<file path="config.mk">
export PLATFORM = sky130hd
export DESIGN_NAME = opentherm_transaction_controller
export DESIGN_NICKNAME = d
export VERILOG_FILES = /design/src/rtl/core/otc_pkg.sv /design/src/rtl/core/otc_csr.sv /design/src/rtl/core/otc_link.sv /design/src/rtl/core/opentherm_transaction_controller.sv
export VERILOG_INCLUDE_DIRS = /design/src /design/src/rtl/core
export SDC_FILE = /design/constraint.sdc
export NUM_CORES = 1
export LEC_CHECK = 0
export BUFFER_PORTS_ARGS = -buffer_cell sky130_fd_sc_hd__buf_2
export CAP_MARGIN = 5
export CORE_ASPECT_RATIO = 0.9
export CORE_MARGIN = 2
export CORE_UTILIZATION = 63
export DETAILED_ROUTE_END_ITERATION = 6
export MAX_ROUTING_LAYER = met4
export PLACE_DENSITY = 0.87
export SYNTH_ARGS = -nofsm -noshare
export SYNTH_HDL_FRONTEND = slang
export SYNTH_HIERARCHICAL = 1
export SYNTH_SLANG_ARGS = --single-unit
</file>
<file path="constraint.sdc">
create_clock -name clock -period 10.7 [get_ports clock]
set_input_delay 1.07 -clock clock [delete_from_list [all_inputs] [get_ports clock]]
set_output_delay 1.07 -clock clock [all_outputs]
set_load 0.02 [all_outputs]
</file>
<file path="src/rtl/core/assert_macros.svh">
// Assertion macros used by the top-level RTL file of the transaction controller.
`ifndef ASSERT_MACROS_SVH
`define ASSERT_MACROS_SVH
`ifndef SYNTHESIS
`define OTC_ASSERT(name, prop) \
   name: assert property (@(posedge clock) disable iff (reset) (prop)) \
      else $error("otc assertion failed");
`define OTC_ASSERT_NEXT(name, ante, cons) \
   name: assert property (@(posedge clock) disable iff (reset) (ante) |=> (cons)) \
      else $error("otc assertion failed");
`else
`define OTC_ASSERT(name, prop)
`define OTC_ASSERT_NEXT(name, ante, cons)
`endif
`endif

</file>
<file path="src/rtl/core/otc_pkg.sv">
// Types, codes and constants of the transaction controller.
`default_nettype none
package otc_pkg;

   localparam int FRAME_BITS     = 32;
   localparam int CFG_TIME_BITS  = 24;
   localparam int TIMER_BITS_DEF = 24;
   localparam int CMD_BITS       = 3;
   localparam int CSR_DATA_BITS  = 32;
   localparam int CSR_ADDR_BITS  = 4;

   localparam logic [CFG_TIME_BITS-1:0] RESPONSE_TIMEOUT_RST = 24'd1000000;
   localparam logic [CFG_TIME_BITS-1:0] SLAVE_GAP_RST        = 24'd20000;
   localparam logic [CFG_TIME_BITS-1:0] MASTER_GAP_RST       = 24'd100000;

   typedef enum logic [CMD_BITS-1:0] {
      CMD_SEND_REQUEST   = 3'd0,
      CMD_SEND_RESPONSE  = 3'd1,
      CMD_FRAME_RECEIVED = 3'd2,
      CMD_TICK           = 3'd3,
      CMD_FORCED_SEND    = 3'd4
   } cmd_type;

   typedef enum logic [1:0] {
      REG_IS_SLAVE         = 2'd0,
      REG_RESPONSE_TIMEOUT = 2'd1,
      REG_SLAVE_GAP        = 2'd2,
      REG_MASTER_GAP       = 2'd3
   } reg_index_type;

   typedef enum logic [1:0] {
      ST_NONE    = 2'd0,
      ST_OK      = 2'd1,
      ST_INVALID = 2'd2,
      ST_TIMEOUT = 2'd3
   } status_type;

   typedef enum logic [2:0] {
      LS_READY   = 3'd0,
      LS_WAIT    = 3'd1,
      LS_FRAME   = 3'd2,
      LS_BAD     = 3'd3,
      LS_DELAY   = 3'd4
   } link_code_type;

   typedef struct packed {
      logic                     is_slave;
      logic [CFG_TIME_BITS-1:0] response_timeout;
      logic [CFG_TIME_BITS-1:0] slave_gap;
      logic [CFG_TIME_BITS-1:0] master_gap;
   } cfg_type;

   typedef struct packed {
      logic                  accepted;
      logic                  tx_valid;
      logic [FRAME_BITS-1:0] tx_frame;
      logic                  report_valid;
      logic [FRAME_BITS-1:0] frame_out;
      status_type            frame_status;
      link_code_type         link_state;
   } result_type;

   // even parity and a type field allowed for the current role
   function automatic logic frame_ok(input logic [FRAME_BITS-1:0] frame,
                                     input logic is_slave);
      logic kind_ok;
      kind_ok = is_slave ? (frame[30:29] == 2'b00) : (frame[30:29] == 2'b10);
      return !(^frame) && kind_ok;
   endfunction

endpackage
`default_nettype wire

</file>
<file path="src/rtl/core/otc_csr.sv">
// Configuration registers behind the APB-style port.
`default_nettype none
module otc_csr (
   input  wire logic                                 clock,
   input  wire logic                                 reset,
   input  wire logic                                 psel,
   input  wire logic                                 penable,
   input  wire logic                                 pwrite,
   input  wire logic [otc_pkg::CSR_ADDR_BITS-1:0]    paddr,
   input  wire logic [otc_pkg::CSR_DATA_BITS-1:0]    pwdata,
   output logic      [otc_pkg::CSR_DATA_BITS-1:0]    prdata,
   output otc_pkg::cfg_type                          cfg
);
   import otc_pkg::*;

   cfg_type       cfg_ff;
   cfg_type       cfg_in;
   reg_index_type reg_index;
   logic          write_en;

   assign reg_index = reg_index_type'(paddr[CSR_ADDR_BITS-1:2]);
   assign write_en  = psel && penable && pwrite;

   always_comb begin
      cfg_in = cfg_ff;
      if (write_en) begin
         unique case (reg_index)
            REG_IS_SLAVE:         cfg_in.is_slave         = pwdata[0];
            REG_RESPONSE_TIMEOUT: cfg_in.response_timeout = pwdata[CFG_TIME_BITS-1:0];
            REG_SLAVE_GAP:        cfg_in.slave_gap        = pwdata[CFG_TIME_BITS-1:0];
            REG_MASTER_GAP:       cfg_in.master_gap       = pwdata[CFG_TIME_BITS-1:0];
            default:              cfg_in = cfg_ff;
         endcase
      end
   end

   always_ff @(posedge clock) begin
      if (reset) begin
         cfg_ff.is_slave         <= 1'b0;
         cfg_ff.response_timeout <= RESPONSE_TIMEOUT_RST;
         cfg_ff.slave_gap        <= SLAVE_GAP_RST;
         cfg_ff.master_gap       <= MASTER_GAP_RST;
      end else begin
         cfg_ff <= cfg_in;
      end
   end

   always_comb begin
      unique case (reg_index)
         REG_IS_SLAVE:         prdata = CSR_DATA_BITS'(cfg_ff.is_slave);
         REG_RESPONSE_TIMEOUT: prdata = CSR_DATA_BITS'(cfg_ff.response_timeout);
         REG_SLAVE_GAP:        prdata = CSR_DATA_BITS'(cfg_ff.slave_gap);
         REG_MASTER_GAP:       prdata = CSR_DATA_BITS'(cfg_ff.master_gap);
         default:              prdata = '0;
      endcase
   end

   assign cfg = cfg_ff;

endmodule
`default_nettype wire

</file>
<file path="src/rtl/core/otc_link.sv">
// Link state machine, stored frame, status and elapsed-tick counter.
`default_nettype none
module otc_link #(
   parameter int TIMER_BITS = otc_pkg::TIMER_BITS_DEF
) (
   input  wire logic                              clock,
   input  wire logic                              reset,
   input  wire logic                              step_en,
   input  wire logic [otc_pkg::CMD_BITS-1:0]      cmd,
   input  wire logic [otc_pkg::FRAME_BITS-1:0]    frame,
   input  otc_pkg::cfg_type                       cfg,
   output otc_pkg::result_type                    result
);
   import otc_pkg::*;

   localparam int CmpBits = (TIMER_BITS > CFG_TIME_BITS) ? TIMER_BITS : CFG_TIME_BITS;

   typedef enum logic [4:0] {
      PH_READY = 5'b00001,
      PH_WAIT  = 5'b00010,
      PH_FRAME = 5'b00100,
      PH_BAD   = 5'b01000,
      PH_DELAY = 5'b10000
   } phase_type;

   phase_type               phase_ff,  phase_in;
   logic [FRAME_BITS-1:0]   stored_frame_ff, stored_frame_in;
   status_type              status_ff, status_in;
   logic [TIMER_BITS-1:0]   elapsed_ff, elapsed_in;
   logic [TIMER_BITS-1:0]   elapsed_inc;
   logic [CFG_TIME_BITS-1:0] gap;
   logic                    timeout_hit;
   logic                    gap_hit;
   logic                    accepted;
   logic                    tx_valid;
   logic [FRAME_BITS-1:0]   tx_frame;
   logic                    report_valid;

   function automatic link_code_type phase_code(input phase_type ph);
      link_code_type code;
      unique case (ph)
         PH_READY: code = LS_READY;
         PH_WAIT:  code = LS_WAIT;
         PH_FRAME: code = LS_FRAME;
         PH_BAD:   code = LS_BAD;
         PH_DELAY: code = LS_DELAY;
         default:  code = LS_READY;
      endcase
      return code;
   endfunction

   assign elapsed_inc = (elapsed_ff == {TIMER_BITS{1'b1}}) ? elapsed_ff
                                                            : elapsed_ff + 1'b1;
   assign gap         = cfg.is_slave ? cfg.slave_gap : cfg.master_gap;
   assign timeout_hit = CmpBits'(elapsed_inc) > CmpBits'(cfg.response_timeout);
   assign gap_hit     = CmpBits'(elapsed_inc) > CmpBits'(gap);

   always_comb begin
      phase_in        = phase_ff;
      stored_frame_in = stored_frame_ff;
      status_in       = status_ff;
      elapsed_in      = elapsed_ff;
      accepted        = 1'b0;
      tx_valid        = 1'b0;
      tx_frame        = '0;
      report_valid    = 1'b0;
      unique case (cmd)
         CMD_SEND_REQUEST: begin
            if (phase_ff == PH_READY) begin
               accepted        = 1'b1;
               tx_valid        = 1'b1;
               tx_frame        = frame;
               stored_frame_in = '0;
               status_in       = ST_NONE;
               elapsed_in      = '0;
               phase_in        = PH_WAIT;
            end
         end
         CMD_SEND_RESPONSE: begin
            if (phase_ff == PH_READY || phase_ff == PH_DELAY) begin
               accepted        = 1'b1;
               tx_valid        = 1'b1;
               tx_frame        = frame;
               stored_frame_in = '0;
               status_in       = ST_NONE;
               phase_in        = PH_READY;
            end
         end
         CMD_FRAME_RECEIVED: begin
            if (frame != '0) begin
               stored_frame_in = frame;
               elapsed_in      = '0;
               status_in       = frame_ok(frame, cfg.is_slave) ? ST_OK : ST_INVALID;
               phase_in        = PH_FRAME;
            end else if (phase_ff == PH_WAIT) begin
               elapsed_in = '0;
               phase_in   = PH_BAD;
            end
         end
         CMD_TICK: begin
            elapsed_in = elapsed_inc;
            if (phase_ff != PH_READY) begin
               if (phase_ff != PH_DELAY && timeout_hit) begin
                  phase_in     = PH_READY;
                  status_in    = ST_TIMEOUT;
                  report_valid = 1'b1;
               end else begin
                  unique case (phase_ff)
                     PH_BAD: begin
                        phase_in     = PH_DELAY;
                        status_in    = ST_INVALID;
                        report_valid = 1'b1;
                     end
                     PH_FRAME: begin
                        phase_in     = PH_DELAY;
                        status_in    = frame_ok(stored_frame_ff, cfg.is_slave) ? ST_OK
                                                                              : ST_INVALID;
                        report_valid = 1'b1;
                     end
                     PH_DELAY: begin
                        if (gap_hit) begin
                           phase_in = PH_READY;
                        end
                     end
                     default: begin
                        phase_in = phase_ff;
                     end
                  endcase
               end
            end
         end
         CMD_FORCED_SEND: begin
            accepted        = 1'b1;
            tx_valid        = 1'b1;
            tx_frame        = frame;
            stored_frame_in = '0;
            status_in       = ST_NONE;
            elapsed_in      = '0;
            phase_in        = PH_READY;
         end
         default: begin
            phase_in = phase_ff;
         end
      endcase
   end

   always_ff @(posedge clock) begin
      if (reset) begin
         phase_ff        <= PH_READY;
         stored_frame_ff <= '0;
         status_ff       <= ST_NONE;
         elapsed_ff      <= '0;
      end else if (step_en) begin
         phase_ff        <= phase_in;
         stored_frame_ff <= stored_frame_in;
         status_ff       <= status_in;
         elapsed_ff      <= elapsed_in;
      end
   end

   always_comb begin
      result.accepted     = accepted;
      result.tx_valid     = tx_valid;
      result.tx_frame     = tx_frame;
      result.report_valid = report_valid;
      result.frame_out    = stored_frame_in;
      result.frame_status = status_in;
      result.link_state   = phase_code(phase_in);
   end

endmodule
`default_nettype wire

</file>
<file path="src/rtl/core/opentherm_transaction_controller.sv">
// Top level: input register, link engine, result register and config port.
//
//   channel | ports        | handshake             | payload
//   input   | req_*        | req_valid / req_stall | command, frame_in
//   result  | rsp_*        | rsp_valid / rsp_stall | accepted .. link_state
//   config  | csr_*        | APB-style, pready = 1 | 4 registers at 4*i
//
// One item per cycle while the result register is not stalled: an item is
// registered in the input register and then moves on to the result register.
// The input register takes a new item while a result waits in the stalled
// result register; req_stall rises only when both registers are full.
// Synchronous reset clears the link state and the elapsed counter and restores the
// config defaults.
`default_nettype none
`include "assert_macros.svh"
module opentherm_transaction_controller #(
   parameter int TIMER_BITS = otc_pkg::TIMER_BITS_DEF
) (
   input  wire logic                               clock,
   input  wire logic                               reset,
   input  wire logic                               req_valid,
   output logic                                    req_stall,
   input  wire logic [otc_pkg::CMD_BITS-1:0]       req_command,
   input  wire logic [otc_pkg::FRAME_BITS-1:0]     req_frame_in,
   output logic                                    rsp_valid,
   input  wire logic                               rsp_stall,
   output logic                                    rsp_accepted,
   output logic                                    rsp_tx_valid,
   output logic      [otc_pkg::FRAME_BITS-1:0]     rsp_tx_frame,
   output logic                                    rsp_report_valid,
   output logic      [otc_pkg::FRAME_BITS-1:0]     rsp_frame_out,
   output logic      [1:0]                         rsp_frame_status,
   output logic      [2:0]                         rsp_link_state,
   input  wire logic                               csr_psel,
   input  wire logic                               csr_penable,
   input  wire logic                               csr_pwrite,
   input  wire logic [otc_pkg::CSR_ADDR_BITS-1:0]  csr_paddr,
   input  wire logic [otc_pkg::CSR_DATA_BITS-1:0]  csr_pwdata,
   output logic      [otc_pkg::CSR_DATA_BITS-1:0]  csr_prdata,
   output logic                                    csr_pready
);
   import otc_pkg::*;

   cfg_type               cfg;
   result_type            result;
   result_type            out_ff,  out_in;
   logic                  out_valid_ff, out_valid_in;
   logic                  in_valid_ff,  in_valid_in;
   logic [CMD_BITS-1:0]   cmd_ff,   cmd_in;
   logic [FRAME_BITS-1:0] frame_ff, frame_in;
   logic                  req_take;
   logic                  advance;
   logic                  out_report;
   logic                  out_send;
   logic                  out_send_state_ok;

   assign advance   = in_valid_ff && !(out_valid_ff && rsp_stall);
   assign req_stall = in_valid_ff && !advance;
   assign req_take  = req_valid && !req_stall;

   always_comb begin
      in_valid_in  = req_take || (in_valid_ff && !advance);
      cmd_in       = req_take ? req_command  : cmd_ff;
      frame_in     = req_take ? req_frame_in : frame_ff;
      out_valid_in = advance || (out_valid_ff && rsp_stall);
      out_in       = advance ? result : out_ff;
   end

   always_ff @(posedge clock) begin
      if (reset) begin
         in_valid_ff  <= 1'b0;
         out_valid_ff <= 1'b0;
      end else begin
         in_valid_ff  <= in_valid_in;
         out_valid_ff <= out_valid_in;
      end
   end

   always_ff @(posedge clock) begin
      cmd_ff   <= cmd_in;
      frame_ff <= frame_in;
      out_ff   <= out_in;
   end

   otc_csr u_csr (
      .clock   (clock),
      .reset   (reset),
      .psel    (csr_psel),
      .penable (csr_penable),
      .pwrite  (csr_pwrite),
      .paddr   (csr_paddr),
      .pwdata  (csr_pwdata),
      .prdata  (csr_prdata),
      .cfg     (cfg)
   );

   otc_link #(
      .TIMER_BITS (TIMER_BITS)
   ) u_link (
      .clock   (clock),
      .reset   (reset),
      .step_en (advance),
      .cmd     (cmd_ff),
      .frame   (frame_ff),
      .cfg     (cfg),
      .result  (result)
   );

   assign csr_pready       = 1'b1;
   assign rsp_valid        = out_valid_ff;
   assign rsp_accepted     = out_ff.accepted;
   assign rsp_tx_valid     = out_ff.tx_valid;
   assign rsp_tx_frame     = out_ff.tx_frame;
   assign rsp_report_valid = out_ff.report_valid;
   assign rsp_frame_out    = out_ff.frame_out;
   assign rsp_frame_status = out_ff.frame_status;
   assign rsp_link_state   = out_ff.link_state;

   assign out_report        = out_valid_ff && out_ff.report_valid;
   assign out_send          = out_valid_ff && out_ff.accepted;
   assign out_send_state_ok = out_ff.link_state == LS_READY || out_ff.link_state == LS_WAIT;

   `OTC_ASSERT(a_no_overwrite, !(advance && out_valid_ff && rsp_stall))
   `OTC_ASSERT(a_tx_needs_accept, !(out_valid_ff && out_ff.tx_valid && !out_ff.accepted))
   `OTC_ASSERT(a_report_has_status, !(out_report && out_ff.frame_status == ST_NONE))
   `OTC_ASSERT(a_send_leaves_idle, !(out_send && !out_send_state_ok))
   `OTC_ASSERT_NEXT(a_stall_holds_item, in_valid_ff && !advance, in_valid_ff && $stable(frame_ff))

endmodule
`default_nettype wire
</file>
* Word level (Yosys, flattened, before mapping)
Index checks and enable logic that the tools add are counted. W data, S select, Z words.
Word-level totals: logic and storage cells 116, output and inout bits 107, flip-flop bits (word level) 244, bits of input ports 78
Operators by class: reduce and logical (&&, ||, !) cells 32, $add $sub $neg 1, multiplexer cells 40, order comparisons 2, equal/unequal tests 23
Operators by type and width (count):
- $pmux W32 S4 | 2
- $mux W32 | 5
- $mux W24 | 5
- $pmux W24 S4 | 1
- $pmux W32 S3 | 1
- $reduce_xor A32 Y1 | 2
- $gt A24 B24 Y1 | 2
- $mux W5 | 7
- $reduce_bool A32 Y1 | 1
- $pmux W5 S5 | 1
- $add A24 B1 Y24 const B | 1
- $eq A24 B24 Y1 const B | 1
- $mux W2 | 7
- $pmux W3 S4 | 1
- $eq A5 B2 Y1 const B | 2
- $eq A5 B3 Y1 const B | 2
- $eq A5 B4 Y1 const B | 2
- $eq A5 B5 Y1 const B | 2
- $pmux W2 S5 | 1
- $pmux W5 S2 | 1
- $reduce_and A2 Y1 | 5
- $logic_and A1 B1 Y1 | 9
- $eq A2 B2 Y1 const B | 4
- $eq A3 B2 Y1 const B | 2
- 18 further kinds | 31

* Depth between registers and ports, before layout
Gate-level depths: netlist of run 1.
word-level depth 10, gate-level depth with buffers 17, mapped depth without buffers 17

* Modules after synthesis
Netlist of run 1, hierarchy kept.
Modules (own cells, without submodules):
- otc_link | area an instance 6179.7 um^2, seq. area each 1261.2 um^2, cells each 868, instances 1
- otc_csr | area an instance 3555.9 um^2, seq. area each 1461.4 um^2, cells each 350, instances 1
- opentherm_transaction_controller | area an instance 3310.7 um^2, seq. area each 3253.1 um^2, cells each 119, instances 1

* Least setup slack after synthesis of run 1
OpenSTA, ideal clock, no wires.
kind input -> register, from input port rsp_stall, to register u_link.elapsed_ff[11], buffers on the path 2, arrival 7503 ps, data required time 10568 ps, stages 7, setup time 132 ps, setup slack 3065 ps, cells stage by stage a21boi_0 > clkbuf_1 > a21boi_1 > clkbuf_1 > o21ai_0 > nand2_1 > a21oi_1
On the way: word-level cells in the longest chain between the ends 4
Ends and longest elaborated chain:
- start: declaration | RTL line opentherm_transaction_controller.sv:26 | input wire logic rsp_stall,
- $logic_and A1 B1 Y1 | RTL line opentherm_transaction_controller.sv:57 | assign advance = in_valid_ff && !(out_valid_ff && rsp_stall);
- $logic_not A1 Y1 | RTL line opentherm_transaction_controller.sv:57
- $logic_and A1 B1 Y1 | RTL line opentherm_transaction_controller.sv:57
- $reduce_and A4 Y1 (no source line)
- end signal: assignment | RTL line otc_link.sv:157 | elapsed_ff <= elapsed_in;
- end: declaration | RTL line otc_link.sv:29 | logic [TIMER_BITS-1:0] elapsed_ff, elapsed_in;
No other way between the ends. A chain may end at the register's enable or synchronous reset.

==> metrics.txt, run 1 <==
# TYPE chip_impl_metric gauge
chip_impl_metric{name="power.total",unit="uW"} 2180
chip_impl_metric{name="setup_viol",unit=""} 0
chip_impl_metric{name="io_buffers",unit=""} 165
chip_impl_info{name="cts_tree",value="yes"} 1
chip_impl_metric{name="placeableCoreArea",unit="sq um"} 20200
chip_impl_info{name="worst_hold_path_type",value="reg2reg"} 1
chip_impl_metric{name="die_w",unit="um"} 156
chip_impl_metric{name="synth.yosys.warnings",unit=""} 6
chip_impl_metric{name="grt_util_all_layers",unit=""} 0.300
chip_impl_metric{name="dr.pass1.iters",unit=""} 7
chip_impl_metric{name="effective_utilization_at_floorplan",unit=""} 0.647
chip_impl_info{name="mostFrequentLayoutCell",value="buf_2"} 1
chip_impl_metric{name="vias_in_the_first_global_route",unit=""} 9982
chip_impl_metric{name="sequential_power_share",unit=""} 0.473
chip_impl_metric{name="drt_iter0_markers",unit=""} 1212
chip_impl_metric{name="clock-skew-final",unit="ns"} 0.0187
chip_impl_info{name="failed_checks",value="DRC"} 1
chip_impl_metric{name="syn_area",unit="sq um"} 13000
chip_impl_metric{name="max-clock-path-buffers",unit=""} 3
chip_impl_metric{name="hold-path-cell-count",unit=""} 2
chip_impl_metric{name="grt_pass1_wl",unit="mm"} 51.4
chip_impl_metric{name="post-route-period-util",unit=""} 0.498
chip_impl_metric{name="wirelength",unit="mm"} 32.1
chip_impl_info{name="run_status",value="finished with violations"} 1
chip_impl_metric{name="combinationalPowerShare",unit=""} 0.104
chip_impl_metric{name="detail_route.wl_per_cell",unit="um"} 18.5
chip_impl_info{name="most_instantiated_flip_flop_cell_in_the_synthesis_netlist",value="dfxtp_1"} 1
chip_impl_metric{name="power_per_cell_area",unit="nW/um^2"} 147
chip_impl_metric{name="area_overhead_of_the_layout_relative_to_synthesis",unit="%"} 13.3
chip_impl_info{name="post-synth-top-area-cell",value="edfxtp_1"} 1
chip_impl_metric{name="globalRoute.totalOverflow",unit=""} 0
chip_impl_metric{name="fillerInstances",unit=""} 1343
chip_impl_info{name="rsz0062_at_grt",value="false"} 1
chip_impl_metric{name="p_switching",unit="uW"} 535
chip_impl_metric{name="place_congestion",unit=""} 0.917
chip_impl_metric{name="drv.max_cap_violation_count",unit=""} 0
chip_impl_metric{name="maxSlewHeadroom",unit=""} 0.225
chip_impl_metric{name="num_vias",unit=""} 10359
chip_impl_metric{name="cts_inserted_buffers",unit=""} 26
chip_impl_metric{name="number_of_different_library_cells_in_the_post_synthesis_netlist",unit=""} 67
chip_impl_metric{name="remaining_drc_errors",unit=""} 1
chip_impl_metric{name="achievable-frequency",unit="GHz"} 0.188
chip_impl_metric{name="max_slew.worst_pin.slew",unit="ns"} 1.16
chip_impl_metric{name="synth_edf_count",unit=""} 107
chip_impl_metric{name="synthesis.instances",unit=""} 1337
chip_impl_info{name="critical_path.endpoint_type",value="register"} 1
chip_impl_metric{name="post-cts-setup-buffers",unit=""} 0
chip_impl_info{name="dominant_cells_by_area_after_synthesis",value="edfxtp_1, dfxtp_1, mux2i_1"} 1
chip_impl_metric{name="clkPwrFrac",unit=""} 0.423
chip_impl_metric{name="cts_resized",unit=""} 0
chip_impl_metric{name="drt-vias-per-instance",unit=""} 5.98
chip_impl_metric{name="ys_ff_latch",unit=""} 245
chip_impl_metric{name="critical_path.max_fanout",unit=""} 8
chip_impl_metric{name="chipHeight",unit="um"} 141
chip_impl_metric{name="leakage",unit="uW"} 0.00606
chip_impl_metric{name="timing_max_transition_violations_final",unit=""} 0
chip_impl_metric{name="final_nets",unit=""} 1599
chip_impl_metric{name="final.setup.tns",unit="ns"} 0
chip_impl_info{name="worstSetupStartpointType",value="register"} 1
chip_impl_metric{name="antenna_violating_nets_remaining",unit=""} 0
chip_impl_metric{name="worst_r2r_path_depth",unit=""} 14
chip_impl_info{name="critPathKind",value="reg2reg"} 1
chip_impl_metric{name="endpoint_required_time_on_the_critical_path",unit="ns"} 11.10
chip_impl_metric{name="cts_htree_levels",unit=""} 1
chip_impl_metric{name="top_level_ports",unit=""} 185
chip_impl_metric{name="cts_sinks",unit=""} 245
chip_impl_info{name="layout_common_cells",value="buf_2, dfxtp_1, nor2_1"} 1
chip_impl_metric{name="post-route-min-period",unit="ns"} 5.32
chip_impl_metric{name="initial_antenna_violation_count",unit=""} 2
chip_impl_metric{name="site_row_count",unit=""} 49
chip_impl_metric{name="synth.top_cell.area_share",unit=""} 0.246
chip_impl_metric{name="power_report.internal_total",unit="uW"} 1640
chip_impl_metric{name="grt_start_max_net_pins",unit=""} 96
chip_impl_metric{name="design.die.area",unit="sq um"} 21900
chip_impl_metric{name="cts_hold_repair.buffers",unit=""} 0
chip_impl_metric{name="dp.final_hpwl",unit="mm"} 21.7
chip_impl_metric{name="power.switching_fraction",unit=""} 0.246
chip_impl_info{name="clk_root_buffer_cell",value="clkbuf_16"} 1
chip_impl_metric{name="avgSynthCellArea",unit="sq um"} 9.76
chip_impl_metric{name="synth-async-reset-ratio",unit=""} 0
chip_impl_metric{name="finalHoldViolations",unit=""} 0
chip_impl_metric{name="post_route_cells_drive_above_1_share",unit=""} 0.179
chip_impl_metric{name="vdd_ir_drop_max",unit="uV"} 134
chip_impl_metric{name="synth.yosys.seq_area_share",unit=""} 0.458
chip_impl_metric{name="data_arrival_time_of_the_worst_path",unit="ns"} 5.72
chip_impl_metric{name="clk-insertion-delay-late",unit="ns"} 0.55
chip_impl_metric{name="clk_pin_slew",unit="ns"} 0.06
[power by group through the flow]
| stage | Combinational, uW | Clock [uW] | Sequential, uW |
|---|---|---|---|
| after global routing | 245 | 969 | 1030 |
| after global placement | 217 | 0 | 1050 |
| after CTS | 224 | 930 | 1030 |
| after detailed placement | 221 | 0 | 1050 |
| after floorplan | 141 | 0 | 1060 |
| final | 226 | 920 | 1030 |
[worst paths after layout]
kind	slack, ns	startpoint	endpoint
setup / recovery	5.38	u_link/elapsed_ff[6]	rsp_link_state[2]
hold / removal	0.49	u_csr/cfg[46]	u_csr/cfg[46]
setup reg to reg	5.38	u_link/elapsed_ff[6]	rsp_link_state[2]
hold reg to reg	0.49	u_csr/cfg[46]	u_csr/cfg[46]
[final cells by class]
class                   count  area (sq um)  area share
flip-flops and latches    245          5980       0.404
clock inverters            15           174      0.0118
clock buffers              33           718      0.0486
multi-input cells         937          6410       0.434
inverters                  69           259      0.0175
repair buffers            177           918      0.0621
diodes                      2          5.00    0.000339
well taps                 255           319      0.0216
[logic make-up after synthesis]
logic type,share of synthesized area
AND/OR/NAND/NOR,0.171
multiplexers,0.0978
other,0.000576
XOR/XNOR,0.0477
buffers and inverters,0.0547
flip-flops,0.458
AO/OA/AOI/OAI,0.108
adder cells (fa/ha/maj),0.0623
[registers in the layout, indices dropped and copies added (netlist names), 3 cells and up]
register,count
u_csr/cfg,73
frame_ff,32
rsp_frame_out,32
rsp_tx_frame,32
u_link/stored_frame_ff,32
u_link/elapsed_ff,24
u_link/phase_ff,5
cmd_ff,3
rsp_link_state,3
[routing by layer]
metal	track usage	up-vias	part of all wire	wire, um
met5	-	-	0	0
met4	0.0806	0	0.027	850
met3	0.0616	73	0.088	2820
met2	0.481	478	0.48	15400
met1	0.389	4901	0.41	13000
li1	-	4907	-	-
[critical path, cell delays in order, from the launching register on]
cell	delay, ns
dfxtp_1	0.46
nand4_2	0.17
or2_2	0.33
nor4_1	0.81
nand3_1	0.27
xnor2_1	0.23
ha_1	0.32
nand4_1	0.11
or4_1	0.64
nor4_1	0.84
nor2b_1	0.11
o21ai_0	0.13
a32oi_1	0.19
or4_1	0.49
nor2_1	0.09
[Yosys cell counts, types with 3 or more instances]
master and count:
a21o_1 5, mux2_2 26, o21ai_0 59, buf_2 14, or2_2 3, a21boi_0 4, and4_1 4, xor2_1 14
xnor2_1 57, or3_1 7, a31oi_1 8, nor4_1 7, nand2b_1 80, mux2i_1 96, edfxtp_1 107, a22o_1 24
nor4b_1 3, dfxtp_1 138, o221ai_1 3, and3_1 9, clkbuf_1 56, nor2b_1 4, nor2_1 137, buf_4 13
ha_1 65, a22oi_1 35, nand3b_1 6, buf_1 4, or4_1 4, a32oi_1 3, nand4_1 19, nor3_1 10
inv_1 69, buf_6 5, nand3_1 31, a21oi_1 54, nand2_1 112
[per-stage QoR]
step | hold WS (ns) | utilization | cell area, sq um | worst slack, ns | std cells
floorplan | 0.452 | - | 13100 | 3.06 | 1344
global placement | 0.466 | 0.688 | 13900 | 5.61 | 1683
detailed placement | 0.476 | 0.688 | 13900 | 5.48 | 1683
CTS | 0.490 | 0.733 | 14800 | 5.44 | 1731
global route | 0.502 | 0.733 | 14800 | 4.98 | 1733
finish | 0.491 | 0.733 | 14800 | 5.38 | 1733
Power figures use the tool's default switching activity.
==> run 2, diff against run 1 <==
--- a/config.mk
+++ b/config.mk
@@ -10,10 +10,10 @@
 export CAP_MARGIN = 5
 export CORE_ASPECT_RATIO = 0.9
 export CORE_MARGIN = 2
-export CORE_UTILIZATION = 63
+export CORE_UTILIZATION = 52
 export DETAILED_ROUTE_END_ITERATION = 6
 export MAX_ROUTING_LAYER = met4
-export PLACE_DENSITY = 0.87
+export PLACE_DENSITY = 0.76
 export SYNTH_ARGS = -nofsm -noshare
 export SYNTH_HDL_FRONTEND = slang
 export SYNTH_HIERARCHICAL = 1
==> constraint.sdc (replaced) <==
create_clock -name clock -period 4.5 [get_ports clock]
set_input_delay 0.45 -clock clock [delete_from_list [all_inputs] [get_ports clock]]
set_output_delay 0.45 -clock clock [all_outputs]
set_load 0.02 [all_outputs]
==> run 2 against run 1 <==
Compared with the run above:
- the run now ends clean
- core utilization down 9.9 points
- power up 140%
- fmax up 21%
- sequential share of layout area down 1.8 points
- global-route usage down 4.4 points
- cell count up 7.8%
- design area up 4.9%
- critical endpoint is now rsp_link_state[0]
- largest cell class unchanged
==> metrics.txt, run 2 (synthesis results as in run 1) <==
# TYPE chip_impl_metric gauge
chip_impl_info{name="run_status",value="completed"} 1
chip_impl_metric{name="clk_pin_slew",unit="ns"} 0.06
chip_impl_metric{name="final_nets",unit=""} 1653
chip_impl_info{name="worstSetupStartpointType",value="register"} 1
chip_impl_metric{name="effective_utilization_at_floorplan",unit=""} 0.533
chip_impl_metric{name="endpoint_required_time_on_the_critical_path",unit="ns"} 4.84
chip_impl_metric{name="remaining_drc_errors",unit=""} 0
chip_impl_metric{name="grt_start_max_net_pins",unit=""} 96
chip_impl_metric{name="p_switching",unit="uW"} 1300
chip_impl_info{name="clk_root_buffer_cell",value="clkbuf_16"} 1
chip_impl_metric{name="largest_register_ff_count",unit=""} 73
chip_impl_metric{name="placeableCoreArea",unit="sq um"} 24500
chip_impl_info{name="cts_tree",value="yes"} 1
chip_impl_info{name="family_of_cells_with_the_greatest_summed_delay_on_the_critical_path",value="simple AND/OR/NAND/NOR gates"} 1
chip_impl_metric{name="place_congestion",unit=""} 0.932
chip_impl_metric{name="ff2ff_setup_slack",unit="ns"} 0.1
chip_impl_metric{name="timing.critical_path.slowest_cell_delay",unit="ns"} 0.58
chip_impl_metric{name="multiInputGateArea",unit="sq um"} 6580
chip_impl_metric{name="cts_sinks",unit=""} 245
chip_impl_metric{name="cts_htree_levels",unit=""} 1
chip_impl_metric{name="max_slew.worst_pin.slew",unit="ns"} 1.19
chip_impl_metric{name="grt_util_all_layers",unit=""} 0.256
chip_impl_metric{name="globalRoute.totalOverflow",unit=""} 0
chip_impl_metric{name="setup_viol",unit=""} 0
chip_impl_metric{name="cts_hold_repair.buffers",unit=""} 0
chip_impl_info{name="whs_endpoint",value="frame_ff[17]"} 1
chip_impl_metric{name="power_per_cell_area",unit="nW/um^2"} 337
chip_impl_metric{name="design.die.area",unit="sq um"} 26400
chip_impl_metric{name="io_buffers",unit=""} 165
chip_impl_info{name="rr_endpoint",value="rsp_link_state[0]"} 1
chip_impl_metric{name="cts_inserted_buffers",unit=""} 26
chip_impl_metric{name="site_row_count",unit=""} 54
chip_impl_metric{name="leakage",unit="uW"} 0.00639
chip_impl_metric{name="sequential_cell_area",unit="sq um"} 5980
chip_impl_metric{name="power.switching_fraction",unit=""} 0.248
chip_impl_metric{name="sequential_power_share",unit=""} 0.468
chip_impl_metric{name="drv.max_cap_violation_count",unit=""} 0
chip_impl_metric{name="clk-insertion-delay-late",unit="ns"} 0.56
chip_impl_metric{name="wirelength",unit="mm"} 33.3
chip_impl_metric{name="dp.final_hpwl",unit="mm"} 23.1
chip_impl_metric{name="critical_path.max_fanout",unit=""} 5
chip_impl_metric{name="num_vias",unit=""} 10477
chip_impl_metric{name="power.total",unit="uW"} 5230
chip_impl_info{name="critPathKind",value="reg2reg"} 1
chip_impl_metric{name="max-clock-path-buffers",unit=""} 3
chip_impl_info{name="layout_common_cells",value="buf_2, nor2_1, dfxtp_1"} 1
chip_impl_metric{name="data_arrival_time_of_the_worst_path",unit="ns"} 4.74
chip_impl_metric{name="finalHoldViolations",unit=""} 0
chip_impl_metric{name="drt-vias-per-instance",unit=""} 5.61
chip_impl_metric{name="fillerInstances",unit=""} 1966
chip_impl_info{name="mostFrequentLayoutCell",value="buf_2"} 1
chip_impl_metric{name="combinationalPowerShare",unit=""} 0.106
chip_impl_metric{name="power_report.internal_total",unit="uW"} 3930
chip_impl_metric{name="chipHeight",unit="um"} 154
chip_impl_metric{name="timing_max_transition_violations_final",unit=""} 0
chip_impl_metric{name="grt_pass1_wl",unit="mm"} 53.1
chip_impl_metric{name="worst_r2r_path_depth",unit=""} 16
chip_impl_info{name="rsz0062_at_grt",value="true"} 1
chip_impl_metric{name="initial_antenna_violation_count",unit=""} 3
chip_impl_metric{name="area_overhead_of_the_layout_relative_to_synthesis",unit="%"} 18.8
chip_impl_info{name="crit_top_cell",value="buf_4"} 1
chip_impl_metric{name="post-place-ws",unit="ns"} -0.0379
chip_impl_info{name="timing.critical_path.slowest_stage_cell",value="or4_4"} 1
chip_impl_metric{name="vias_in_the_first_global_route",unit=""} 10267
chip_impl_metric{name="achievable-frequency",unit="GHz"} 0.227
chip_impl_metric{name="antenna_violating_nets_remaining",unit=""} 0
chip_impl_info{name="worstPathCellList",value="nand4_4 -> or4_4 -> nor4_4 -> and2_4 -> nand3_4 -> xnor2_4 -> ha_4 -> nand4_1 -> or4_4 -> buf_4 -> a21oi_2 -> o21ai_1 -> a32oi_1 -> buf_4 -> buf_4 -> nor4b_1"} 1
chip_impl_metric{name="detail_route.wl_per_cell",unit="um"} 17.8
chip_impl_metric{name="maxSlewHeadroom",unit=""} 0.204
chip_impl_metric{name="vdd_ir_drop_max",unit="uV"} 294
chip_impl_metric{name="worstPathBufferInverterCount",unit=""} 3
chip_impl_metric{name="top_level_ports",unit=""} 185
chip_impl_metric{name="post_route_cells_drive_above_1_share",unit=""} 0.224
chip_impl_metric{name="post-route-min-period",unit="ns"} 4.40
chip_impl_metric{name="clock-skew-final",unit="ns"} 0.0264
chip_impl_info{name="critical_path.endpoint_type",value="register"} 1
chip_impl_metric{name="clkPwrFrac",unit=""} 0.426
chip_impl_info{name="worst_hold_path_type",value="in2reg"} 1
chip_impl_metric{name="hold-path-cell-count",unit=""} 1
chip_impl_info{name="worst_hold_startpoint",value="req_frame_in[17]"} 1
chip_impl_metric{name="drt_iter0_markers",unit=""} 809
chip_impl_metric{name="post-route-period-util",unit=""} 0.978
chip_impl_metric{name="timing.final.ws_setup",unit="ns"} 0.0986
chip_impl_metric{name="dr.pass1.iters",unit=""} 6
chip_impl_metric{name="die_w",unit="um"} 171
chip_impl_info{name="reg2reg_from",value="u_link/elapsed_ff[7]"} 1
## run 2: changes by cell type in the layout (fill, tap and decap cells not counted), moves of 3 or more
cell	change
buf_4	+53
clkinv_1	-3
dfxtp_1	-4
dfxtp_2	+4
## run 2: final cells by class
class,count,area share
multi-input combinational,937,0.425
sequential,245,0.386
timing repair buffer,231,0.0862
clock buffer,38,0.0504
tap,336,0.0271
inverter,69,0.0167
clock inverter,10,0.00840
antenna,3,0.000484
## run 2: per-stage QoR
| stage | TNS [ns] | cell area [sq um] | instances | utilization | hold WS [ns] |
|---|---|---|---|---|---|
| 5_1_grt | -0.309 | 15500 | 1869 | 0.634 | 0.0499 |
| 2_1_floorplan | 0 | 13100 | 1344 | - | 0.452 |
| 3_5_place_dp | -0.0379 | 14400 | 1812 | 0.587 | 0.480 |
| 6_report | 0 | 15500 | 1869 | 0.634 | 0.0646 |
| 3_3_place_gp | 0 | 14400 | 1812 | 0.587 | 0.468 |
| 4_1_cts | -0.0238 | 15300 | 1860 | 0.625 | 0.0450 |
## run 2: per-layer routing
metal	track usage	vias up	share of wire
li1	-	5025	-
met1	0.343	4976	0.43
met2	0.400	392	0.47
met3	0.0430	84	0.070
met4	0.0767	0	0.030
met5	-	-	0
## run 2: timing repair
| item | in CTS | in global routing |
|---|---|---|
| buffers inserted | 0 | 6 |
| pin swaps | 1 | 17 |
| gates resized for setup | 3 | 27 |
| setup endpoints to repair | 2 | 5 |
## run 2: power groups by stage
| stage | logic (uW) | clock network, uW | registers [uW] |
|---|---|---|---|
| 4_1_cts | 542 | 2270 | 2450 |
| 5_1_grt | 594 | 2360 | 2460 |
| 3_5_place_dp | 539 | 0 | 2490 |
| 2_1_floorplan | 336 | 0 | 2520 |
| 6_report | 552 | 2230 | 2450 |
| 3_3_place_gp | 526 | 0 | 2490 |
## run 2: how the worst max path moves through the flow
stage | start | endpoint | cells after the start
6_report | u_link/elapsed_ff[7] | rsp_link_state[0] | 16
5_1_grt | u_link/elapsed_ff[7] | rsp_link_state[0] | 16
4_1_cts | u_link/elapsed_ff[7] | rsp_link_state[2] | 17
3_5_place_dp | u_link/elapsed_ff[9] | rsp_link_state[2] | 16
3_3_place_gp | u_link/elapsed_ff[9] | rsp_link_state[2] | 16
2_1_floorplan | u_link/elapsed_ff[6] | rsp_link_state[2] | 15
